===== src/design/srec_pkg.sv =====
`timescale 1ns / 1ps
// ----------------------------------------------------------------------------
// S-record parser package
// Shared types and constants for the S-record line parser and checker.
// ----------------------------------------------------------------------------
package srec_pkg;

	localparam int POS_W = 10;
	localparam logic [POS_W-1:0] POS_MAX = 10'd1023;
	localparam logic [7:0] CHAR_S = 8'h53;

	typedef enum logic [1:0] {
		ST_OK       = 2'd0,
		ST_CHECKSUM = 2'd1,
		ST_SYNTAX   = 2'd2,
		ST_COUNT    = 2'd3
	} status_t;

	typedef enum logic {
		KIND_DATA   = 1'b0,
		KIND_RECORD = 1'b1
	} kind_t;

	// One classified character as it travels through the queue
	typedef struct packed {
		logic       eol;
		logic       is_s;
		logic       hex_ok;
		logic [3:0] nibble;
		logic       type_bad;
		logic [2:0] addr_bytes;
	} item_t;

endpackage


===== src/design/srec_back.sv =====
`timescale 1ns / 1ps
// ----------------------------------------------------------------------------
// S-record back end
// Field decode, checksum and error tracking; registered result output.
// ----------------------------------------------------------------------------
module srec_back (
	input  logic            clk,
	input  logic            arst_n,
	input  logic            q_valid,
	input  srec_pkg::item_t q_item,
	output logic            q_pop,
	output logic            out_valid,
	input  logic            out_stall,
	output logic            kind,
	output logic [7:0]      data_byte,
	output logic [1:0]      status,
	output logic [3:0]      record_type,
	output logic [31:0]     address,
	output logic [7:0]      byte_count
);

	typedef enum logic [1:0] {
		RG_COUNT = 2'd0,
		RG_ADDR  = 2'd1,
		RG_DATA  = 2'd2,
		RG_CHK   = 2'd3
	} region_t;

	// parser state
	logic [srec_pkg::POS_W-1:0] pos_q;
	logic [3:0]                 type_q;
	logic [2:0]                 addr_bytes_q;
	logic [7:0]                 count_q;
	logic [31:0]                addr_q;
	logic [7:0]                 sum_q;
	logic [3:0]                 high_q;
	srec_pkg::status_t          err_q;

	// result register
	logic              out_valid_q;
	srec_pkg::kind_t   kind_q;
	logic [7:0]        data_q;
	srec_pkg::status_t status_q;
	logic [3:0]        type_out_q;
	logic [31:0]       addr_out_q;
	logic [7:0]        count_out_q;

	logic [3:0]                 type_n;
	logic [2:0]                 addr_bytes_n;
	logic [7:0]                 count_n;
	logic [31:0]                addr_n;
	logic [7:0]                 sum_n;
	logic [3:0]                 high_n;
	srec_pkg::status_t          err_n;
	srec_pkg::status_t          eol_status;
	logic [srec_pkg::POS_W-1:0] h;
	logic [srec_pkg::POS_W-2:0] b;
	logic [srec_pkg::POS_W-1:0] last;
	logic [srec_pkg::POS_W-1:0] last_eol;
	logic [7:0]                 byte_val;
	region_t                    region;
	logic                       emit;

	assign q_pop = q_valid && (!out_valid_q || !out_stall);

	always_comb begin
		type_n       = type_q;
		addr_bytes_n = addr_bytes_q;
		count_n      = count_q;
		addr_n       = addr_q;
		sum_n        = sum_q;
		high_n       = high_q;
		err_n        = err_q;
		emit         = 1'b0;
		h            = pos_q - 10'd2;
		b            = h[srec_pkg::POS_W-1:1];
		last         = {1'b0, count_q, 1'b0} + 10'd3;
		byte_val     = {high_q, q_item.nibble};

		if (b == '0) begin
			region = RG_COUNT;
		end else if (b <= {6'd0, addr_bytes_q}) begin
			region = RG_ADDR;
		end else if (b < {1'b0, count_q}) begin
			region = RG_DATA;
		end else begin
			region = RG_CHK;
		end

		if (err_q == srec_pkg::ST_OK) begin
			if (pos_q == 10'd0) begin
				if (!q_item.is_s) err_n = srec_pkg::ST_SYNTAX;
			end else if (pos_q == 10'd1) begin
				if (!q_item.hex_ok) begin
					type_n = 4'd0;
					err_n  = srec_pkg::ST_SYNTAX;
				end else begin
					type_n = q_item.nibble;
					if (q_item.type_bad) err_n = srec_pkg::ST_SYNTAX;
					else addr_bytes_n = q_item.addr_bytes;
				end
			end else if (!(b != '0 && pos_q > last)) begin
				if (!q_item.hex_ok) begin
					err_n = (region == RG_DATA) ? srec_pkg::ST_COUNT : srec_pkg::ST_SYNTAX;
				end else begin
					if (region == RG_ADDR) addr_n = {addr_q[27:0], q_item.nibble};
					if (!pos_q[0]) begin
						high_n = q_item.nibble;
					end else if (region == RG_CHK) begin
						if (~sum_q != byte_val) err_n = srec_pkg::ST_CHECKSUM;
					end else begin
						sum_n = sum_q + byte_val;
						if (region == RG_COUNT) begin
							count_n = byte_val;
							if (byte_val < {5'd0, addr_bytes_q} + 8'd1) begin
								err_n = srec_pkg::ST_COUNT;
							end
						end else if (region == RG_DATA) begin
							emit = 1'b1;
						end
					end
				end
			end
		end

		// a line that stops before the first checksum character is short
		last_eol = {1'b0, count_n, 1'b0} + 10'd3;
		if (err_n == srec_pkg::ST_OK && !(pos_q >= 10'd3 && pos_q >= last_eol)) begin
			eol_status = srec_pkg::ST_COUNT;
		end else begin
			eol_status = err_n;
		end
	end

	always_ff @(posedge clk or negedge arst_n) begin
		if (!arst_n) begin
			pos_q        <= '0;
			type_q       <= '0;
			addr_bytes_q <= '0;
			count_q      <= '0;
			addr_q       <= '0;
			sum_q        <= '0;
			high_q       <= '0;
			err_q        <= srec_pkg::ST_OK;
		end else if (q_pop) begin
			if (q_item.eol) begin
				pos_q        <= '0;
				type_q       <= '0;
				addr_bytes_q <= '0;
				count_q      <= '0;
				addr_q       <= '0;
				sum_q        <= '0;
				high_q       <= '0;
				err_q        <= srec_pkg::ST_OK;
			end else begin
				if (pos_q != srec_pkg::POS_MAX) pos_q <= pos_q + 10'd1;
				type_q       <= type_n;
				addr_bytes_q <= addr_bytes_n;
				count_q      <= count_n;
				addr_q       <= addr_n;
				sum_q        <= sum_n;
				high_q       <= high_n;
				err_q        <= err_n;
			end
		end
	end

	always_ff @(posedge clk or negedge arst_n) begin
		if (!arst_n) begin
			out_valid_q <= 1'b0;
		end else if (q_pop) begin
			out_valid_q <= q_item.eol || emit;
		end else if (!out_stall) begin
			out_valid_q <= 1'b0;
		end
	end

	always_ff @(posedge clk) begin
		if (q_pop) begin
			if (q_item.eol) begin
				kind_q      <= srec_pkg::KIND_RECORD;
				data_q      <= 8'd0;
				status_q    <= eol_status;
				type_out_q  <= type_n;
				addr_out_q  <= addr_n;
				count_out_q <= count_n;
			end else begin
				kind_q      <= srec_pkg::KIND_DATA;
				data_q      <= byte_val;
				status_q    <= srec_pkg::ST_OK;
				type_out_q  <= 4'd0;
				addr_out_q  <= 32'd0;
				count_out_q <= 8'd0;
			end
		end
	end

	assign out_valid   = out_valid_q;
	assign kind        = kind_q;
	assign data_byte   = data_q;
	assign status      = status_q;
	assign record_type = type_out_q;
	assign address     = addr_out_q;
	assign byte_count  = count_out_q;

endmodule


===== config.mk =====
export PLATFORM = sky130hd
export DESIGN_NAME = srec_back
export DESIGN_NICKNAME = d
export VERILOG_FILES = /design/src/design/srec_pkg.sv /design/src/design/srec_back.sv
export SDC_FILE = /design/constraint.sdc
export NUM_CORES = 1
export LEC_CHECK = 0
export BUFFER_PORTS_ARGS = -buffer_cell sky130_fd_sc_hd__buf_4
export CORE_MARGIN = 8
export CORE_UTILIZATION = 55
export CTS_CLUSTER_SIZE = 14
export DETAILED_ROUTE_END_ITERATION = 7
export PLACE_DENSITY = 0.86
export RECOVER_POWER = 100
export SLEW_MARGIN = 40
export SYNTH_ARGS = -nofsm -noshare
export SYNTH_HDL_FRONTEND = slang
export SYNTH_SLANG_ARGS = --single-unit

===== constraint.sdc =====
create_clock -name clk -period 8.88 [get_ports clk]
set_input_delay 0.444 -clock clk [delete_from_list [all_inputs] [get_ports clk]]
set_output_delay 0.444 -clock clk [all_outputs]
set_load 0.005 [all_outputs]

-- Word level (Yosys, flattened, before mapping)
Index checks and enable logic that the tools add are counted.
- logic and storage cells: 140
- input bits: 15
- memory bits (read-only): 0
- output and inout bits: 57
- RAM bits: 0
- bits in latches: 0
- bits in registers: 127
- memories: 0
- divide/modulo/power cells: 0
- $lt $le $gt $ge: 6
- add/subtract/negate cells: 6
- eq/ne operators: 13
- bitwise gates (word level): 1
- reductions and logical operators: 24
- multipliers: 0
- multiplexer cells: 75
- shifts and indexed selects: 0
- operators with widths (cell ; count):
    two-way mux 32 bit ; 7
    two-way mux 8 bit ; 17
    two-way mux 4 bit ; 12
    two-way mux 2 bit ; 17
    adder 9 x 2 -> 10 bit, second input constant ; 2
    two-way mux 10 bit ; 2
    two-way mux 3 bit ; 6
    two-way mux 1 bit ; 14
    != test 2 bit, second input constant ; 6
    adder 10 x 1 -> 10 bit, second input constant ; 1
    equality test 10 x 1 -> 1 bit, second input constant ; 1
    greater-or-equal comparator 10 bit ; 1
    greater-or-equal comparator 10 x 2 -> 1 bit, second input constant ; 1
    greater-than comparator 10 bit ; 1
    zero test 10 bit ; 1
    != test 10 bit, second input constant ; 1
    nonzero test 2 bit ; 5
    subtractor 10 x 2 -> 10 bit, second input constant ; 1
    less-or-equal comparator 9 x 3 -> 1 bit ; 1
    zero test 9 bit ; 1
    < comparator 9 x 8 -> 1 bit ; 1
    nonzero test 9 bit ; 1
    adder 8 bit ; 1
    < comparator 8 x 4 -> 1 bit ; 1
    other kinds (14) ; 23

-- Depth between registers and ports, before layout
- depth after elaboration: 20
- mapped depth: 23
- gate-level depth less buffers: 21

-- Worst setup path before layout
No wires, ideal clock.
- path type: reg2reg
- start: reg pos_q[1] (netlist name)
- end: reg status_q[0], in the netlist status[0] (data pin)
- period minus slack after synthesis: 4261 ps
- arrival: 4107 ps
- setup slack: 4619 ps
- cell stages (with the launch flop): 21
- path buffers: 2
- setup time: 154 ps
- data required time: 8726 ps
- cells stage by stage: dfrtp_1 inv_1 ha_1 clkbuf_1 or2_0 a211oi_1 o21ai_0 nor3_1 buf_2 mux2i_1 inv_1 ha_1 nand3_1 xor2_1 nand2_1 o21ai_0 ha_1 a2111o_1 o31ai_1 a21oi_1 a21boi_0
- cells in the longest elaborated chain, start to end: 20
- elaborated cells between the ends (all ways): 40
- those cells by class: add/sub: 2; order compare: 5; eq/ne: 3; mux: 21; reduce/logical: 9
- ends and longest elaborated chain (item ; RTL line ; source):
    from (decl) ; srec_back.sv:30 ; logic [srec_pkg::POS_W-1:0] pos_q;
    from (signal assigned) ; srec_back.sv:156 ; if (pos_q != srec_pkg::POS_MAX) pos_q <= pos_q + 10'd1;
    subtractor 10 x 2 -> 10 bit ; srec_back.sv:75 ; h = pos_q - 10'd2;
    < comparator 9 x 8 -> 1 bit ; srec_back.sv:84 ; end else if (b < {1'b0, count_q}) begin
    two-way mux 1 bit ; srec_back.sv:84 ;
    two-way mux 2 bit ; srec_back.sv:82 ; end else if (b <= {6'd0, addr_bytes_q}) begin
    two-way mux 2 bit ; srec_back.sv:80 ; if (b == '0) begin
    zero test 2 bit ; srec_back.sv:113 ; if (region == RG_COUNT) begin
    two-way mux 8 bit ; srec_back.sv:113 ;
    two-way mux 8 bit ; srec_back.sv:109 ; end else if (region == RG_CHK) begin
    (+5 left out) ; -- ;
    two-way mux 8 bit (*) ; srec_back.sv:90 ; if (err_q == srec_pkg::ST_OK) begin
    net count_n[0] ; srec_back.sv:50 ; logic [7:0] count_n;
    adder 9 x 2 -> 10 bit (*) ; srec_back.sv:127 ; last_eol = {1'b0, count_n, 1'b0} + 10'd3;
    greater-or-equal comparator 10 bit (*) ; srec_back.sv:128 ; if (err_n == srec_pkg::ST_OK && !(pos_q >= 10'd3 && pos_q >= last_eol)) begin
    logical AND 1 bit (*) ; srec_back.sv:128 ;
    zero test 1 bit (*) ; srec_back.sv:128 ;
    logical AND 1 bit (*) ; srec_back.sv:128 ;
    two-way mux 2 bit (*) ; srec_back.sv:128 ;
    to (signal assigned) ; srec_back.sv:183 ; status_q <= eol_status;
    to (signal assigned) ; srec_back.sv:190 ; status_q <= srec_pkg::ST_OK;
    to (decl) ; srec_back.sv:43 ; srec_pkg::status_t status_q;
Mark *: on every way through the listed nets, which the timed path passes. The rest lies on a longest branch.
A chain may end at the register's enable or synchronous reset.

-- Worst setup path in the final report
- start: reg count_q[4]
- end: reg addr_q[9]
- cells in the longest elaborated chain, start to end: 12
- elaborated cells between the ends (all ways): 15
- those cells by class: add/sub: 1; order compare: 2; eq/ne: 1; mux: 10; reduce/logical: 1
- ends and longest elaborated chain (item ; RTL line ; source):
    from (decl) ; srec_back.sv:33 ; logic [7:0] count_q;
    from (signal assigned) ; srec_back.sv:159 ; count_q <= count_n;
    < comparator 9 x 8 -> 1 bit ; srec_back.sv:84 ;
    two-way mux 1 bit ; srec_back.sv:84 ;
    two-way mux 2 bit ; srec_back.sv:82 ;
    two-way mux 2 bit ; srec_back.sv:80 ;
    equality test 2 x 1 -> 1 bit ; srec_back.sv:106 ; if (region == RG_ADDR) addr_n = {addr_q[27:0], q_item.nibble};
    two-way mux 32 bit ; srec_back.sv:106 ;
    two-way mux 32 bit ; srec_back.sv:103 ; if (!q_item.hex_ok) begin
    two-way mux 32 bit (*) ; srec_back.sv:102 ; end else if (!(b != '0 && pos_q > last)) begin
    two-way mux 32 bit (*) ; srec_back.sv:93 ; end else if (pos_q == 10'd1) begin
    two-way mux 32 bit (*) ; srec_back.sv:91 ; if (pos_q == 10'd0) begin
    two-way mux 32 bit (*) ; srec_back.sv:90 ;
    two-way mux 32 bit (*) ; srec_back.sv:146 ; if (q_item.eol) begin
    to (signal assigned) ; srec_back.sv:160 ; addr_q <= addr_n;
    to (decl) ; srec_back.sv:34 ; logic [31:0] addr_q;
Every way passes the cells marked *; elsewhere a longest branch is shown, timed or not.

==> run summary <==
CTS H-tree lvls -> 4
Final Skew -> 6.42 ps
Multi-input gate area -> 3560 um^2
Place WS -> 4010 ps
FF+latch count, synth -> 127
CTS Hold Bufs -> 0
Post-synth EDFFs -> 55
total of max-cap violations -> 5
post-synthesis cell area -> 7320 um^2
worst-path maximum fanout -> 33
hold path depth -> 2
worst min path class -> in -> reg
Ant. Diodes -> 0
internal reg-to-reg setup slack -> 2610 ps
die area -> 17300 um^2
CTS Buf Count -> 17
DR DRC count -> 0
failing checks -> max-capacitance violations, max-slew violations
Final Non-Filler Cells -> 954
Row Count -> 42
deepest clock path buffer count -> 2
fill count -> 1069
via count -> 5817
worst-path cell chain -> inv_1 -> nor4_1 -> nand2_1 -> xnor2_1 -> ha_1 -> a21o_1 -> a21oi_1 -> o211ai_1 -> o211a_2 -> nor4b_1 -> clkbuf_1 -> o21ai_0 -> clkbuf_1 -> a22o_1
most frequent CP cell -> clkbuf_1
Post-Syn Instances -> 711
Syn Area/Cell -> 10.3 um^2
setup ws final -> 2610 ps
Die X -> 131 um
clk sinks -> 127
GRT Total Usage -> 21.7%
detailed placement HPWL -> 12.5 mm
fmax -> 160 MHz
Slew Viols, Final -> 253
final WL -> 18.4 mm
largest net degree at the start of global routing -> 78
clock slew at reported path FFs -> 60 ps
first-pass GRT wire length -> 30.2 mm
most frequent cells after synthesis -> nand2_1, dfrtp_1, edfxtp_1
Area Growth Syn to Fin -> 16.1%
nature of the critical path startpoint -> flop
synth top area cells -> dfrtp_1, edfxtp_1, ha_1
# port buffers -> 71
post-CTS setup buffer count -> 0
first-pass iteration count of the detailed router -> 5
Initial Util -> 55.7%
Final nets -> 829
setup TNS -> 0 ps
vias in the first global route -> 5835
proportion of synthesized chip area in sequential cells -> 47.2%
final setup vio count -> 0
outcome -> complete, but fails checks
power per cell area -> 222 nW/um^2
share of cells above drive strength 1 -> 13.9%
Crit path required time -> 9190 ps
GRT overflow -> 0
dominant cell type by area after synthesis -> dfrtp_1
CP Class -> reg -> reg
yosys warns -> 0
Root Buffer -> clkbuf_16
period utilization -> 70.6%
CTS tree -> yes
reg-to-reg endpoint -> addr_q[9]$_DFFE_PN0P_
Worst VDD drop -> 0.130 mV
WHS Endpoint -> addr_bytes_q[1]$_DFFE_PN0P_
RSZ-0062 raised after global routing -> no
ys async rst share -> 56.7%
core area -> 13100 um^2
gp weighted congestion -> 0.908
storage element area -> 3450 um^2
Crit. Startpoint -> count_q[4]$_DFFE_PN0P_
post-route ant nets -> 0
Post-CTS Resized -> 0
worst-margin pin slew -> 3950 ps
initial antenna violation count -> 0
vias per cell -> 6.10
Worst path slowest cell -> clkbuf_1
Synth Net Count -> 775
clk_lat worst skew -> 430 ps
Post-Place Cells -> 922
relative slew slack -> -163%
most frequent cell after synthesis -> nand2_1
crit path capture type -> flop
Worst R2R Path Depth -> 14
CP arrival -> 6580 ps
DR WL/cell -> 19.3 um
area post-placement -> 7950 um^2
Synth top area share -> 24.6%
Hold Vio Cnt, Final -> 0
fin area -> 8500 um^2
initial drt markers -> 602
Leak -> 0.00349 uW
Cell variety after synth -> 64
I/O pins -> 72
CP max stage delay -> 1160 ps
fin crit period -> 6270 ps
ys flop type -> dfrtp_1
Reg-to-Reg Start -> count_q[4]$_DFFE_PN0P_
Core Util, Final -> 64.7%
hold wc startpoint -> q_item[1]
Die Span Y -> 131 um
-- flip-flops by register name, summed over array words and instances (netlist names), 8 cells and up --
signal / cells
sum_q: 8
pos_q: 10
count_q: 8
addr_q: 32
data_byte: 8
byte_count: 8
address: 32
-- cell type report --
| cell class | instances | share of cell area (%) |
|---|---|---|
| inverters | 33 | 1.46 |
| repair buffers | 76 | 5.96 |
| multi-input cells | 510 | 41.9 |
| well taps | 176 | 2.59 |
| flip-flops and latches | 127 | 40.6 |
| clock inverters | 15 | 2.47 |
| clock buffers | 17 | 5.00 |
-- per-layer routing --
layer  track usage (%)  vias up  share of wire, %
met4              9.13        0               2.6
met1              27.8     2862                42
met2              34.2      230                48
met3              5.68       40               7.2
met5                 0        -                 0
li1                  -     2685                 -
-- per-stage QoR --
step | hold slack (ps) | total power [uW]
after floorplan | 148 | 1010
after global placement | 462 | 1130
after detailed placement | 492 | 1150
after CTS | 50.6 | 1900
after global routing | 225 | 1970
final | 234 | 1890
-- power by group --
part / internal [uW] / switching [uW] / total [uW]
logic: 174 / 244 / 417
clock network: 474 / 276 / 750
registers: 666 / 53.6 / 719
total: 1310 / 573 / 1890
-- cell families after synthesis --
family                   after synthesis  share of synthesized area (%)
AO/OA/AOI/OAI                        171                           17.3
XOR/XNOR                              33                           3.95
adder cells (fa/ha/maj)               49                           8.47
buffers and inverters                 74                           4.10
flip-flops                           127                           47.2
multiplexers                          22                           3.18
AND/OR/NAND/NOR                      235                           15.9
-- worst max path at each step --
stage | end | slack (ps)
after global routing | addr_q[9]$_DFFE_PN0P_ | 2050
after detailed placement | status[0]$_SDFFCE_PN0P_ | 4010
after global placement | status[0]$_SDFFCE_PN0P_ | 4180
final | addr_q[9]$_DFFE_PN0P_ | 2610
after CTS | status[0]$_SDFFCE_PN0P_ | 3990
after floorplan | status[0]$_SDFFCE_PN0P_ | 4620
-- critical path, delay by kind of cell (launching register included) --
family / cells / cell delay (ps)
adder cells (fa/ha/maj): 1 / 180
flip-flops: 1 / 480
AND/OR/NAND/NOR: 3 / 1210
XOR/XNOR: 1 / 160
AO/OA/AOI/OAI: 6 / 2200
buffers and inverters: 3 / 1910
-- placed cells by master (no fill, tap or decap), types with 7 or more instances in the layout --
cell,n
mux2_2,9
edfxtp_1,55
a21o_1,7
a22o_1,39
inv_1,33
a21oi_1,16
nand4_1,10
nand3_1,22
dfrtp_1,72
buf_4,13
a21boi_0,33
nor2b_1,17
xor2_1,10
mux2i_1,12
clkbuf_4,46
clkbuf_1,17
ha_1,48
xnor2_1,23
nand2_1,93
nor3_1,13
nor2_1,36
clkbuf_16,17
o21ai_0,29
(Power assumes the default switching activity.)
